**config.mk**
```make
export PLATFORM = sky130hd
export DESIGN_NAME = max_heap_priority_queue_top
export DESIGN_NICKNAME = d
export VERILOG_FILES = /design/src/design/mhpq_pkg.sv /design/src/design/max_heap_priority_queue_top.sv /design/src/design/mhpq_ram.sv
export VERILOG_INCLUDE_DIRS = /design/src /design/src/design
export SDC_FILE = /design/constraint.sdc
export NUM_CORES = 2
export LEC_CHECK = 0
export BUFFER_PORTS_ARGS = -buffer_cell sky130_fd_sc_hd__buf_2
export CORE_MARGIN = 2
export CORE_UTILIZATION = 41
export CTS_CLUSTER_SIZE = 20
export DETAILED_ROUTE_END_ITERATION = 10
export PLACE_DENSITY = 0.55
export SETUP_SLACK_MARGIN = 0.2
export SLEW_MARGIN = 20
export SYNTH_ARGS = -nofsm -noshare
export SYNTH_HDL_FRONTEND = slang
export SYNTH_SLANG_ARGS = --single-unit
```
**constraint.sdc**
```tcl
create_clock -name clk -period 8.45 [get_ports clk]
set_input_delay 0.845 -clock clk [delete_from_list [all_inputs] [get_ports clk]]
set_output_delay 0.845 -clock clk [all_outputs]
set_load 0.1 [all_outputs]
```
**src/design/assert_macros.svh**
```systemverilog
// Assertion macros shared by the heap queue RTL.
// Clock and reset names come from the including module (clk, rst).
`ifndef ASSERT_MACROS_SVH
`define ASSERT_MACROS_SVH

// Checked on every rising edge outside reset.
`define ASSERT_CLK(lbl, prop, msg) \
  lbl: assert property (@(posedge clk) disable iff (rst) prop) else $error(msg);

// Checked on every rising edge, reset included.
`define ASSERT_ALWAYS(lbl, prop, msg) \
  lbl: assert property (@(posedge clk) prop) else $error(msg);

`endif

```
**src/design/mhpq_pkg.sv**
```systemverilog
// Shared types and codes for the max-heap priority queue.
// No dependencies.
`timescale 1ns / 1ps
`default_nettype none

package mhpq_pkg;

  localparam int DEFAULT_CAPACITY = 64;

  typedef logic signed [31:0] key_t;
  typedef logic [1:0]         status_t;

  localparam logic    CMD_INSERT = 1'b0;
  localparam logic    CMD_REMOVE = 1'b1;

  localparam status_t STATUS_OK    = 2'd0;
  localparam status_t STATUS_FULL  = 2'd1;
  localparam status_t STATUS_EMPTY = 2'd2;

endpackage

`default_nettype wire

```
**src/design/max_heap_priority_queue_top.sv**
```systemverilog
// Max-heap priority queue: insert sifts up in S_UP; remove loads root and last entry
// in S_RM_LOAD, then sifts down in S_DOWN; a key moves at most log2(CAPACITY) levels.
// Removing the only key reports from S_RM_LOAD; full-insert / empty-remove from S_IDLE.
// One request at a time; the sift loop (one read and compare per level) sets the rate.
// rst clears the internal key count; store contents are not cleared (no clearing pass).
// Results show for one cycle on done; the receiver cannot stall.
`timescale 1ns / 1ps
`default_nettype none
`include "assert_macros.svh"

module max_heap_priority_queue_top #(
  parameter int CAPACITY = mhpq_pkg::DEFAULT_CAPACITY
) (
  input  wire logic        clk,
  input  wire logic        rst,
  input  wire logic        start,
  output logic             busy,
  input  wire logic        command,
  input  wire mhpq_pkg::key_t key,
  output logic             done,
  output mhpq_pkg::key_t   removed_key,
  output mhpq_pkg::status_t status,
  output logic [6:0]       entry_count
);
  import mhpq_pkg::*;

  // AW indexes a slot, CW holds a count up to CAPACITY, XW holds a child
  // index 2*i+2 without wrapping.
  localparam int AW = (CAPACITY > 1) ? $clog2(CAPACITY) : 1;
  localparam int CW = $clog2(CAPACITY + 1);
  localparam int XW = AW + 2;

  // Sequencer states
  localparam logic [1:0] S_IDLE    = 2'd0;  // waiting for a request
  localparam logic [1:0] S_UP      = 2'd1;  // sift-up, one level per cycle
  localparam logic [1:0] S_RM_LOAD = 2'd2;  // root and last entry arriving
  localparam logic [1:0] S_DOWN    = 2'd3;  // sift-down, one level per cycle

  logic [1:0]    state;
  logic [CW-1:0] count;     // keys held
  logic [AW-1:0] pos;       // hole the moving key currently sits in
  key_t          hold_key;  // key being sifted

  // RAM ports
  logic          we;
  logic [AW-1:0] waddr;
  key_t          wdata;
  logic [AW-1:0] raddr_a;
  logic [AW-1:0] raddr_b;
  key_t          rdata_a;
  key_t          rdata_b;

  mhpq_ram #(
    .DEPTH (CAPACITY),
    .AW    (AW)
  ) u_ram (
    .clk     (clk),
    .we      (we),
    .waddr   (waddr),
    .wdata   (wdata),
    .raddr_a (raddr_a),
    .raddr_b (raddr_b),
    .rdata_a (rdata_a),
    .rdata_b (rdata_b)
  );

  assign busy = (state != S_IDLE);

  logic accept;
  assign accept = start && !busy;

  // ---- index arithmetic ----
  logic [CW-1:0] count_m1;
  logic [XW-1:0] count_x;
  logic [AW-1:0] pos_m1;
  logic [AW-1:0] parent;       // (pos-1)/2
  logic [AW-1:0] parent_m1;
  logic [AW-1:0] grandparent;  // parent of parent, read ahead of the next level
  logic [XW-1:0] child_l;      // 2*pos+1
  logic [XW-1:0] child_r;      // 2*pos+2

  assign count_m1    = count - CW'(1);
  assign count_x     = XW'(count);
  assign pos_m1      = pos - AW'(1);
  assign parent      = AW'(pos_m1 >> 1);
  assign parent_m1   = parent - AW'(1);
  assign grandparent = AW'(parent_m1 >> 1);
  assign child_l     = {1'b0, pos, 1'b1};
  assign child_r     = child_l + XW'(1);

  // ---- sift-up decision ----
  // stop at the root or once the parent is not strictly smaller
  logic up_stop;
  assign up_stop = (pos == '0) || !(hold_key > rdata_a);

  // ---- sift-down decision ----
  // left child wins ties; move only if the chosen child is strictly larger
  logic          left_ok;
  logic          right_ok;
  logic          pick_r;
  logic [XW-1:0] pick_idx;
  key_t          pick_val;
  logic          down_move;
  logic [AW-1:0] pick_pos;
  logic [XW-1:0] next_l;
  logic [XW-1:0] next_r;

  assign left_ok   = child_l < count_x;
  assign right_ok  = child_r < count_x;
  assign pick_r    = right_ok && (rdata_b > rdata_a);
  assign pick_idx  = pick_r ? child_r : child_l;
  assign pick_val  = pick_r ? rdata_b : rdata_a;
  assign down_move = left_ok && (pick_val > hold_key);
  assign pick_pos  = pick_idx[AW-1:0];
  assign next_l    = {1'b0, pick_pos, 1'b1};
  assign next_r    = next_l + XW'(1);

  // ---- RAM port steering ----
  always_comb begin
    we      = 1'b0;
    waddr   = pos;
    wdata   = hold_key;
    raddr_a = '0;
    raddr_b = '0;
    case (state)
      S_IDLE: begin
        if (command == CMD_INSERT) begin
          // parent of the new slot; junk when the heap is empty, ignored then
          raddr_a = AW'(count_m1 >> 1);
        end else begin
          raddr_a = '0;                 // root
          raddr_b = AW'(count_m1);      // last entry
        end
      end
      S_UP: begin
        we = 1'b1;
        if (!up_stop) begin
          wdata = rdata_a;              // pull parent down into the hole
        end
        raddr_a = grandparent;
      end
      S_RM_LOAD: begin
        raddr_a = AW'(1);
        raddr_b = AW'(2);
      end
      S_DOWN: begin
        we = 1'b1;
        if (down_move) begin
          wdata = pick_val;             // pull child up into the hole
        end
        raddr_a = next_l[AW-1:0];
        raddr_b = next_r[AW-1:0];
      end
      default: begin
        we = 1'b0;
      end
    endcase
  end

  // ---- sequencer and result registers ----
  always_ff @(posedge clk) begin
    if (rst) begin
      state <= S_IDLE;
      count <= '0;
      done  <= 1'b0;
    end else begin
      done <= 1'b0;
      case (state)
        S_IDLE: begin
          if (accept) begin
            removed_key <= '0;
            hold_key    <= key;
            pos         <= AW'(count);
            if (command == CMD_INSERT) begin
              if (count >= CW'(CAPACITY)) begin
                done        <= 1'b1;
                status      <= STATUS_FULL;
                entry_count <= 7'(count);
              end else begin
                state <= S_UP;
              end
            end else begin
              if (count == '0) begin
                done        <= 1'b1;
                status      <= STATUS_EMPTY;
                entry_count <= 7'(count);
              end else begin
                state <= S_RM_LOAD;
              end
            end
          end
        end
        S_UP: begin
          if (up_stop) begin
            count       <= count + CW'(1);
            done        <= 1'b1;
            status      <= STATUS_OK;
            entry_count <= 7'(count + CW'(1));
            state       <= S_IDLE;
          end else begin
            pos <= parent;
          end
        end
        S_RM_LOAD: begin
          removed_key <= rdata_a;
          hold_key    <= rdata_b;
          pos         <= '0;
          count       <= count_m1;
          if (count_m1 == '0) begin
            done        <= 1'b1;
            status      <= STATUS_OK;
            entry_count <= 7'(count_m1);
            state       <= S_IDLE;
          end else begin
            state <= S_DOWN;
          end
        end
        S_DOWN: begin
          if (down_move) begin
            pos <= pick_pos;
          end else begin
            done        <= 1'b1;
            status      <= STATUS_OK;
            entry_count <= 7'(count);
            state       <= S_IDLE;
          end
        end
        default: begin
          state <= S_IDLE;
        end
      endcase
    end
  end

  // ---- assertions ----
  logic rm_on_empty;
  logic empty_done;
  logic full_done;
  assign rm_on_empty = accept && (command == CMD_REMOVE) && (count == '0);
  assign empty_done  = done && (status == STATUS_EMPTY);
  assign full_done   = done && (status == STATUS_FULL);

  `ASSERT_CLK(a_done_when_idle, done |-> (state == S_IDLE), "result strobe while still working")
  `ASSERT_CLK(a_count_bound, count <= CW'(CAPACITY), "entry count above capacity")
  `ASSERT_CLK(a_empty_remove, rm_on_empty |=> empty_done, "empty remove not reported next cycle")
  `ASSERT_CLK(a_full_insert, full_done |-> (count == CW'(CAPACITY)), "full reported while not full")
  `ASSERT_CLK(a_down_in_range, (state == S_DOWN) |-> (pos < AW'(count)), "sift-down hole outside heap")

endmodule

`default_nettype wire

```
**src/design/mhpq_ram.sv**
```systemverilog
// Heap key store: one write port, two read ports, registered read data.
// Depends on mhpq_pkg for the key type.
`timescale 1ns / 1ps
`default_nettype none

module mhpq_ram #(
  parameter int DEPTH = mhpq_pkg::DEFAULT_CAPACITY,
  parameter int AW    = (DEPTH > 1) ? $clog2(DEPTH) : 1
) (
  input  wire logic             clk,
  input  wire logic             we,
  input  wire logic [AW-1:0]    waddr,
  input  wire mhpq_pkg::key_t   wdata,
  input  wire logic [AW-1:0]    raddr_a,
  input  wire logic [AW-1:0]    raddr_b,
  output mhpq_pkg::key_t        rdata_a,
  output mhpq_pkg::key_t        rdata_b
);
  import mhpq_pkg::*;

  key_t mem [DEPTH];

  always_ff @(posedge clk) begin
    if (we) begin
      mem[waddr] <= wdata;
    end
  end

  // addresses past the depth return don't-care data; the controller ignores it
  always_ff @(posedge clk) begin
    rdata_a <= mem[raddr_a];
    rdata_b <= mem[raddr_b];
  end

endmodule

`default_nettype wire

```
# Word level (Yosys, flattened, before mapping)
# Memory sizes are Yosys's and may differ from the RTL's. A register that Yosys moved wholly into a read port is not among the register bits.
# Cells that the tools add are included.
# totals
regBits	89
ramBits	2048
output_inout_bits	43
elab_cells	105
mem_count	1
# classes
n_addsub	6
n_lt_le_gt_ge	6
eq_ne	13
muxes	51
n_bitwise	1
n_reduce_logical	19
# mem_list
memory	depth	width	read_ports	rd_clocked_by_memory_dff	write_ports	line_no	source
u_ram.mem	64	32	2	2	1	mhpq_ram.sv:21	key_t mem [DEPTH];
# ops
op	n
one-hot mux 32 bit (2 select lines)	3
2-to-1 mux 32 bit	5
> comparator 32 bit	3
2-to-1 mux 7 bit	7
one-hot mux 6 bit (4 select lines)	2
2-to-1 mux 6 bit	6
one-hot mux 7 bit (4 select lines)	1
2-to-1 mux 2 bit	12
one-hot mux 6 bit (3 select lines)	1
one-hot mux 2 bit (4 select lines)	2
zero test 7 bit	2
one-hot mux 7 bit (2 select lines)	1
!= test 2 bit, second input constant	6
!= test 3 bit, second input constant	4
2-to-1 mux 1 bit	10
adder 7 x 1 -> 8 bit, second input constant	1
< comparator 8 x 7 -> 1 bit	1
adder 7 x 1 -> 7 bit, second input constant	1
greater-or-equal comparator 7 bit, second input constant	1
< comparator 7 bit	1
AND reduction 7 bit	1
subtractor 7 x 1 -> 7 bit, second input constant	1
adder 6 x 1 -> 6 bit, second input constant	1
zero test 6 bit	1
16 further kinds	22

# Logic depth before layout (Yosys ltp)
# depth
depth_word	8
ltp_mapped	25
mapped_depth_nobuf	22

# Modules after synthesis
# A second synthesis with hierarchy kept.
# unflattened
cells_unflattened	5333
area_unflattened_um2	104129.9
# by_module_without_submodules
mod	n_inst	cells_per_inst	area_per_inst_um2
mhpq_ram	1	4409	95715.5
max_heap_priority_queue_top	1	924	8414.3

# Worst setup path after synthesis
# No wires, ideal clock.
# synth_timing
path_kind	register to register
start	register pos[1]
end	memory u_ram.mem[0][10] (netlist bit), data pin
setup_ns	0.542
arrival_ns	6.992
t_required_ns	7.908
path_slack_ns	0.916
stages_incl_launch_ff	26
synth_period_minus_slack_ns	7.534
path_cell_list	edfxtp_1 > clkbuf_1 > inv_1 > ha_1 > ha_1 > a21oi_1 > a21o_1 > a21oi_1 > a311oi_1 > o31a_4 > buf_2 > clkbuf_1 > nand2_1 > o21ai_0 > ha_1 > a21o_1 > a21o_1 > a21o_1 > a21o_1 > a22oi_1 > a31oi_1 > a211oi_1 > a21o_1 > a311oi_1 > clkbuf_1 > o211ai_1
# synth_via
elab_chain_cells	8
# synth_lines
item	line_no	source
from (decl)	max_heap_priority_queue_top.sv:41	logic [AW-1:0] pos;
from (signal assigned)	max_heap_priority_queue_top.sv:173	pos <= AW'(count);
from (signal assigned)	max_heap_priority_queue_top.sv:201	pos <= parent;
from (signal assigned)	max_heap_priority_queue_top.sv:220	pos <= pick_pos;
adder 7 x 1 -> 8 bit	max_heap_priority_queue_top.sv:89	assign child_r = child_l + XW'(1);
< comparator 8 x 7 -> 1 bit	max_heap_priority_queue_top.sv:109	assign right_ok = child_r < count_x;
logical AND 1 bit	max_heap_priority_queue_top.sv:110	assign pick_r = right_ok && (rdata_b > rdata_a);
2-to-1 mux 32 bit	max_heap_priority_queue_top.sv:112	assign pick_val = pick_r ? rdata_b : rdata_a;
> comparator 32 bit	max_heap_priority_queue_top.sv:113	assign down_move = left_ok && (pick_val > hold_key);
logical AND 1 bit	max_heap_priority_queue_top.sv:113	
2-to-1 mux 32 bit	max_heap_priority_queue_top.sv:148	if (down_move) begin
one-hot mux 32 bit (2 select lines) *	max_heap_priority_queue_top.sv:125	case (state)
net u_ram.wdata[10]	mhpq_ram.sv:13	input wire mhpq_pkg::key_t wdata,
to (decl)	mhpq_ram.sv:21	
# Mark *: on every way through the listed nets, which the timed path passes. The rest lies on a longest branch.

# Final worst setup path
# layout_timing
start	register pos[1]
end	memory u_ram.mem[19][19] (netlist bit), data pin
# The elaborated chain is that of the path after synthesis.

==> impl_metrics.tcl <==
set metrics [dict create \
    drc 0 \
    synth_xor_xnor_area_share 0.00144 \
    clock_sinks 2201 \
    core_um2 266000 \
    max_clock_freq_ghz 0.134 \
    endpoint_kind "flop" \
    synth_fa_ha_area_frac 0.0138 \
    wl_per_cell_um 32.4 \
    synth.cell_area_um2 110000 \
    synthCells 8250 \
    drive_above_1_share 0.172 \
    hold_viol 0 \
    final_cells 11900 \
    initial_core_util 0.413 \
    dieHeight_um 521 \
    tns_ps 0 \
    globalRouteOverflowTotal 0 \
    rrSetupSlack_ps 970 \
    met3_usage 0.0534 \
    status "finished clean" \
    finalSetupViolations 0 \
    fin_hold_ws_ps 256 \
    post_cts_resized 0 \
    routed_via_density 6.35 \
    grt_pass1_wl_um 541000 \
    vias 75500 \
    gr-usage-met2 0.430 \
    clk_transition_reported_paths_ps 60 \
    holdPathEnd "hold_key[25]" \
    whs_path_depth 2 \
    cts-root-buf "clkbuf_16" \
    synth_edf_count 2127 \
    gr-usage-met1 0.388 \
    ys_ff_latch 2201 \
    hpwl_um 220000 \
    hold_buffers 0 \
    gr-usage-all-layers 0.277 \
    yosysSeqAreaShare 0.596 \
    syn_nets 8407 \
    synth_async_sr_flop_share 0 \
    dieArea_um2 272000 \
    ios 79 \
    drt_wl_total_um 386000 \
    worstPathMaxFanout 64 \
    worstMarginPinSlew_ps 1220 \
    antenna_found_initial 21 \
    cts_inserted_buffers 236 \
    yosysWarnings 0 \
    maxCapViolations 0 \
    timing.final.crit_share 0.886 \
    synth_simple_gate_area_frac 0.106 \
    synth.area.mux_share 0.178 \
    die_w_um 521 \
    synth_compound_area_frac 0.0772 \
    crit_required_ps 8960 \
    crit_type "reg2reg" \
    worst_r2r_path_depth 24 \
    synth-main-ff-cell "edfxtp_1" \
    min_path_type "in2reg" \
    yosysUniqueCellTypes 72 \
    clockBufferDepth 4 \
    mostFrequentLayoutCells "edfxtp_1, nand2_1, mux2i_1" \
    postCtsSetupRepairBufs 0 \
    synth_top_family_by_area "multiplexers" \
    clkLatencyLatePin_ps 920 \
    slew_violations 0 \
    mostFrequentLayoutCell "edfxtp_1" \
    skew_ps 71.7 \
    grt_pass1_vias 72100 \
    globalplace.congestion 0.910 \
    rows 189 \
    crit_arrival_ps 7990 \
    nets 8325 \
    placedCellCount 11500 \
    antenna_left 0 \
    syn_to_final_growth_pct 11.6 \
    grt_max_degree 196 \
    critPathLaunchType "flop" \
    syn_avg_cell_area_um2 13.3 \
    globalRoute.busiestLayer "met2" \
    rsz0062_at_grt "no" \
    portBuffers 78 \
    r2r_end "u_ram.mem[19][19]" \
    htree_num_levels 4 \
    pre_cts_slack_ps 1140 \
    tritoncts "done" \
    r2r_start "pos[1]" \
    period_minus_slack_ps 7480 \
    worst_slack_ps 967 \
    firstDrtPassIters 6 \
    timing.slew.headroom 0.183 \
    drt_iter0_markers 9919 \
    min_from "key[25]" \
]
## worst max path at each step
| stage | from | to | slack (ps) | depth (start not counted) |
|---|---|---|---|---|
| 6_report | pos[1] | u_ram.mem[19][19] | 970 | 24 |
| 5_1_grt | pos[1] | u_ram.mem[12][25] | 560 | 24 |
| 4_1_cts | pos[1] | u_ram.mem[62][19] | 1100 | 24 |
| 3_5_place_dp | pos[1] | u_ram.mem[25][19] | 1140 | 24 |
| 3_3_place_gp | u_ram.rdata_a[25] | u_ram.mem[5][25] | 1160 | 23 |
| 2_1_floorplan | pos[1] | u_ram.mem[0][10] | 920 | 25 |
## per-layer routing
metal | wire length, um | part of all wire | vias up
met2 | 174000 | 0.45 | 4187
met4 | 15600 | 0.040 | 6
met1 | 157000 | 0.41 | 39000
met3 | 39200 | 0.10 | 773
met5 | 46 | 0.00012 | -
li1 | - | - | 31600
## sequential cells by signal, indices dropped and copies added (netlist names)
register / flops
count: 7
u_ram.rdata_a: 32
u_ram.rdata_b: 32
done: 1
u_ram.mem: 2048
state: 2
entry_count: 7
pos: 6
removed_key: 32
status: 2
hold_key: 32
## cell families (layout without fill, tap and decap cells)
family          count (synthesis)  in the layout
other cells                     0             11
mux                          1288           1288
flops                        2201           2201
xor+xnor                       18             18
fa+ha+maj                     121            121
buf+inv                       750            850
compound gates               1153           1153
simple gates                 2719           2719
## final cells by class
type                            count  area, um^2
Antenna cell                       11        27.5
Clock buffer                      283        6100
Clock inverter                    137        1240
Fill cell                       23200      143000
Inverter                           91         347
Multi-Input combinational cell   5299       41900
Sequential cell                  2201       65400
Tap cell                         3533        4420
Timing Repair Buffer              339        2940
## worst max-delay path, stage by stage (launching register included)
cell      delay, ps
edfxtp_1        620
inv_1           290
ha_1            540
ha_1            300
a21oi_1         140
a21o_1          130
a21oi_1          70
a311oi_1        450
o31a_4          510
buf_4           400
inv_6           100
mux2i_1         390
ha_1            230
nor2b_1          40
o21a_1          160
o21a_1          170
o21a_1          170
o21a_1          160
o211ai_1        340
a21o_1          270
nand3_1         200
a311oi_4        320
buf_4           490
o211ai_1        170
buf_4           320
## stage by stage
| step | utilization | area [um^2] |
|---|---|---|
| finish | 0.461 | 122000 |
| global route | 0.461 | 122000 |
| CTS | 0.460 | 122000 |
| detailed placement | 0.433 | 115000 |
| global placement | 0.432 | 115000 |
| floorplan | - | 110000 |
## cells in the mapped netlist, types with 6 or more instances
cell type	n	share of area
o21a_1	17	0.0012
or3_1	6	0.00034
clkbuf_1	480	0.016
xor2_1	7	0.00056
buf_1	73	0.0025
nor2b_1	6	0.00034
a31oi_1	7	0.00040
dfxtp_1	74	0.014
a21o_1	31	0.0021
mux4_2	512	0.11
o31ai_1	10	0.00068
nand2_1	1906	0.065
inv_1	87	0.0030
buf_6	11	0.0011
ha_1	121	0.014
mux2i_1	615	0.056
o211ai_1	290	0.020
nor2_1	126	0.0043
a311oi_1	259	0.021
nand4_1	53	0.0030
a211oi_1	258	0.018
buf_2	90	0.0041
a21oi_1	184	0.0084
mux2_2	161	0.017
xnor2_1	11	0.00088
nand3_1	284	0.013
o21ai_0	51	0.0023
or4_1	35	0.0024
and2_1	260	0.015
edfxtp_1	2127	0.58
nor3_1	17	0.00078
Power is left out: the tool's default activity adds up to more than one toggle a clock period on the data nets, which glitch-free logic cannot reach.
